File: src/rtl/core/aohl_pkg.sv
`timescale 1ns / 1ps
`default_nettype none
// ----------------------------------------------------------------------------
// aohl_pkg
// Shared types and constants for the alpha-over / hard light blend core.
// ----------------------------------------------------------------------------
package aohl_pkg;

  localparam int NumCh = 3;   // blue, green, red
  localparam int NumW  = 41;  // numerator / remainder width
  localparam int DenW  = 33;  // 65280 * alpha sum
  localparam int QuoW  = 8;

  localparam logic [15:0] AlphaFloor = 16'd196;
  localparam logic [8:0]  WeightFull = 9'd256;

  typedef enum logic [0:0] {
    CfgHlEnable = 1'b0,
    CfgHlWeight = 1'b1
  } cfg_idx_e;

  typedef struct packed {
    logic [7:0] bg_blue;
    logic [7:0] bg_green;
    logic [7:0] bg_red;
    logic [7:0] bg_alpha;
    logic [7:0] fg_blue;
    logic [7:0] fg_green;
    logic [7:0] fg_red;
    logic [7:0] fg_alpha;
  } aohl_in_t;

  typedef struct packed {
    logic [7:0] out_blue;
    logic [7:0] out_green;
    logic [7:0] out_red;
    logic [7:0] out_alpha;
  } aohl_out_t;

  // State carried through the divider stages
  typedef struct packed {
    logic [NumCh-1:0][NumW-1:0] rem;
    logic [NumCh-1:0][QuoW-1:0] quo;
    logic [DenW-1:0]            den;
    logic [7:0]                 alpha;
    logic                       low;
  } aohl_div_t;

endpackage
`default_nettype wire

File: src/rtl/core/aohl_div_stage.sv
`timescale 1ns / 1ps
`default_nettype none
// ----------------------------------------------------------------------------
// aohl_div_stage
// One restoring-division step: resolves quotient bit Bit for all channels.
// ----------------------------------------------------------------------------
module aohl_div_stage #(
  parameter int Bit = 7
) (
  input  wire logic                 clk_i,
  input  wire logic                 rst_ni,
  input  wire logic                 valid_i,
  output logic                      ready_o,
  input  wire aohl_pkg::aohl_div_t  data_i,
  output logic                      valid_o,
  input  wire logic                 ready_i,
  output aohl_pkg::aohl_div_t       data_o
);

  localparam int NW = aohl_pkg::NumW;

  logic                vld_q;
  aohl_pkg::aohl_div_t data_d, data_q;
  logic [NW-1:0]       dsh;

  assign ready_o = !vld_q || ready_i;
  assign valid_o = vld_q;
  assign data_o  = data_q;
  assign dsh     = NW'(data_i.den) << Bit;

  always_comb begin
    data_d = data_i;
    for (int c = 0; c < aohl_pkg::NumCh; c++) begin
      if (data_i.rem[c] >= dsh) begin
        data_d.rem[c]      = data_i.rem[c] - dsh;
        data_d.quo[c][Bit] = 1'b1;
      end
    end
  end

  always_ff @(posedge clk_i or negedge rst_ni) begin
    if (!rst_ni) begin
      vld_q <= 1'b0;
    end else if (ready_o) begin
      vld_q <= valid_i;
    end
  end

  always_ff @(posedge clk_i) begin
    if (ready_o) data_q <= data_d;
  end

endmodule
`default_nettype wire

File: config.mk
export PLATFORM = sky130hd
export DESIGN_NAME = aohl_div_stage
export DESIGN_NICKNAME = d
export VERILOG_FILES = /design/src/rtl/core/aohl_pkg.sv /design/src/rtl/core/aohl_div_stage.sv
export SDC_FILE = /design/constraint.sdc
export NUM_CORES = 1
export LEC_CHECK = 0
export BUFFER_PORTS_ARGS = -buffer_cell sky130_fd_sc_hd__buf_2
export CAP_MARGIN = 10
export CELL_PAD_IN_SITES_DETAIL_PLACEMENT = 0
export CELL_PAD_IN_SITES_GLOBAL_PLACEMENT = 2
export CORE_ASPECT_RATIO = 1.4
export CORE_UTILIZATION = 35
export CTS_BUF_LIST = sky130_fd_sc_hd__clkbuf_8
export CTS_CLUSTER_DIAMETER = 50
export DETAILED_ROUTE_END_ITERATION = 10
export PLACE_DENSITY = 0.92
export RECOVER_POWER = 25
export SYNTH_ARGS = -nofsm -noshare
export SYNTH_HDL_FRONTEND = slang
export SYNTH_SLANG_ARGS = --single-unit
File: constraint.sdc
create_clock -name clk_i -period 15.6 [get_ports clk_i]
set_clock_uncertainty 0.15 [all_clocks]
set_input_delay 3.12 -clock clk_i [delete_from_list [all_inputs] [get_ports clk_i]]
set_output_delay 3.12 -clock clk_i [all_outputs]
set_load 0.02 [all_outputs]
==> results by group <==
Critical path
  • Setup Crit Path Kind: input port to output pin
  • Worst Path Required: about 12 ns
  • Worst-case register-to-register setup slack: 12.48 ns
  • Depth of the worst register-to-register path: 2
  • Kind of start point of the critical path: input port
  • Data arrival time at the worst-slack endpoint: ~5 ns
  • Worst setup EP type: output pin
  • Max Fanout on Critical Path: 34
  • Capture instance of the worst register-to-register path: data_o[126]
  • Start of the worst register-to-register path: valid_o

Job
  • Number of maximum-capacitance violations: 1

Power and ir drop
  • Leakage dissipation: roughly 0.0066 uW
  • Share of power burned in registers: 0.432
  • Overall power: between 1500 and 2000 uW
  • Part of the total power dissipated in the clock network: 0.230
  • Logic gate share of total power: 0.338
  • Power Dens Cells: about 100 mW/mm^2
  • Fraction of power spent switching nets: 0.3605
  • Net switching power: 552.1 uW
  • Internal power of the cells: approximately 980 uW
  • Maximum resistive drop on vdd: 50.79 uV

Status
  • Violations in the final reports: capacitance limit, slew limit
  • Outcome: complete, but fails checks

STA
  • Unrepaired setup endpoints after global routing: no
  • Number of hold violations in the final report: 0
  • Number of max-slew violations in the final report: 35
  • Fin crit period: ~8.3 ns
  • Setup TNS after final layout: 0 ns
  • Slew at the pin closest to its max-slew limit: approximately 2 ns
  • FMAX: ~120 MHz
  • Final worst-path cycle share: 0.5337
  • Endpoints failing setup: 0
  • Max-slew headroom at the worst pin: -0.3292

Cells and area
  • Area added between synthesis and finish: 20.92%
  • Final Core Density: 0.4279
  • Fill cells: between 3000 and 4000
  • Number of nets at the end of the flow: 1895
  • Fraction of final layout cells with drive strength greater than 1: 0.2543

Logic synthesis
  • Count of distinct cell types in the synthesized netlist: 88
  • Top FF cell, synth: edfxtp_1
  • Sequential cell area fraction in the yosys report: 0.4512
  • Synthesized netlist cell count: 1242
  • Cell taking the most area after synthesis: edfxtp_1
  • Syn. warnings: 0
  • Count of state elements after synthesis: 190
  • Net Count, Synth: about 1500
  • Number of synthesized flops with an enable pin: between 150 and 200
  • Synth top cells by count: edfxtp_1, a21oi_1, nand2_1, ha_1, o21ai_0
  • Synth async-reset ratio: 0.005263
  • Most area-consuming cells after synthesis: edfxtp_1, ha_1, a21oi_1
  • Top-area cell type share of the netlist area: 0.4492
  • Post-Syn Area per Cell: 10.17 um^2
  • Most common cell in the netlist: edfxtp_1
  • Synth Cell Area: between 0.01 and 0.015 mm^2

Clock tree
  • Clock latency of the later-clocked register in the worst-skew pair: 0.50 ns
  • # resized after CTS: 0
  • Clk slew on worst S/H paths: roughly 0.10 ns
  • Longest Clk Path Bufs: 2
  • CTS hold repair buffers: 0
  • Post-CTS Setup Bufs: 0
  • Clock tree from TritonCTS: built
  • Clock sink total: 190
  • Number of H-tree levels: 4
  • CTS Root Buffer Type: clkbuf_8
  • TritonCTS buffer count: 17

Floorplan
  • Area of the die: ~0.037 mm^2
  • Starting density of the core: 0.3539
  • Core ar.: ~0.036 mm^2
  • Die W: between 150 and 200 um
  • Ports placed on the boundary: about 380
  • Vertical die dimension: ~230 um
  • Number of rows in the core area: around 80

Min path
  • Worst min-delay path category: flip-flop to flip-flop
  • Sink of the worst hold path: data_o[89]
  • Hold path startpoint: valid_o
  • Worst Hold Path Cells: 1

Placed design
  • Total half-perimeter wirelength after legalization and detailed placement: about 33000 um
  • I/O Buffers: 383
  • Placer's final routability congestion estimate: 0.8818

GRT
  • Largest net degree at the start of global routing: between 60 and 70
  • Global-route wire length before repair: approximately 60000 um
  • All-layer global routing usage: 0.2167
  • Residual overflow from global routing: 0
  • Antenna violations before repair: 4
  • Vias in the first global route: 10500

Drt
  • Wire length reported by the detailed router: slightly above 40000 um
  • Count of routing violations after the opening detailed-route iteration: 579
  • DRT Pass-1 Iters: 5
  • Post-DR vias/cell: ~5.2
  • Routed WL per cell: 19.60 um
  • DRT antenna net count: 0
  • Count of unresolved DRC violations after routing: 0
  • Vias after detailed routing: 10860
-- power by group through the flow --
stage,registers (uW),clock network [uW],logic [uW]
after floorplan,766,0,261
after global placement,672,0,521
after detailed placement,673,0,523
after CTS,662,363,525
after global routing,668,380,565
final,661,352,518
-- registers in the layout (all words and copies together), names as in the netlist --
name,flops
valid_o,1
data_o,189
-- worst max-delay path: stages --
cell and delay (ns):
buf_2 0.07, nand2b_1 1.43, buf_2 0.39
-- layer usage --
layer,track usage,vias to the layer above,part of all wire
met5,0,-,0.00089
met4,0.1179,6,0.048
met3,0.03292,89,0.045
met2,0.4010,344,0.53
met1,0.2343,5049,0.38
li1,-,5369,-
-- kinds of logic (layout without fill, tap and decap cells) --
| group | count (synthesis) | after routing | synth area share |
|---|---|---|---|
| and+or+nand+nor | 333 | 333 | 0.1280 |
| DFF | 190 | 190 | 0.4512 |
| adders and majority gates | 102 | 102 | 0.1028 |
| muxes | 20 | 20 | 0.01812 |
| buffers and inverters | 114 | 484 | 0.03773 |
| AOI/OAI and AO/OA | 401 | 401 | 0.2053 |
| xor gates and xnor gates | 82 | 82 | 0.05684 |
| other | 0 | 1 | 0 |
-- through the flow --
step           area [um^2]  std cells  hold slack (ns)  setup WS (ns)
3_3_place_gp         14950       2043           0.8451          8.347
4_1_cts              15360       2074           0.8827          8.340
6_report             15280       2075            1.681          7.274
3_5_place_dp         14950       2043           0.8579          8.341
5_1_grt              15280       2074            1.796          7.148
2_1_floorplan        12630       1242            2.674          4.516
-- worst max path at each step --
stage                  from      end  slack [ns]  cells after the start
floorplan           ready_i  ready_o        4.52                      1
global route        ready_i  ready_o        7.15                      3
global placement    ready_i  ready_o        8.35                      3
detailed placement  ready_i  ready_o        8.34                      3
CTS                 ready_i  ready_o        8.34                      3
finish              ready_i  ready_o        7.27                      3
-- layout by cell type, fill, tap and decap left out, types with 16 or more instances in the layout --
| master | Yosys | final |
|---|---|---|
| nand3_1 | 18 | 18 |
| edfxtp_1 | 189 | 189 |
| xor2_1 | 38 | 38 |
| ha_1 | 99 | 99 |
| nor3_1 | 21 | 21 |
| nand2b_1 | 16 | 16 |
| xnor2_1 | 44 | 44 |
| o21ai_0 | 98 | 98 |
| a21oi_1 | 130 | 130 |
| clkbuf_8 | 0 | 17 |
| clkbuf_1 | 29 | 59 |
| a21o_1 | 50 | 50 |
| nor2_1 | 84 | 84 |
| buf_2 | 16 | 324 |
| nand4_1 | 20 | 20 |
| inv_1 | 64 | 64 |
| nand2_1 | 114 | 114 |
-- final cells by class --
type / instances / area [um^2] / area share
multi-input cells: 938 / 6457 / 0.4227
flip-flops and latches: 190 / 5700 / 0.3731
repair buffers: 389 / 1888 / 0.1236
well taps: 462 / 578.1 / 0.03783
inverters: 64 / 240.2 / 0.01572
clock buffers: 17 / 234.0 / 0.01531
clock inverters: 14 / 177.7 / 0.01163
diodes: 1 / 2.502 / 0.0001638
(Power assumes the default switching activity.)
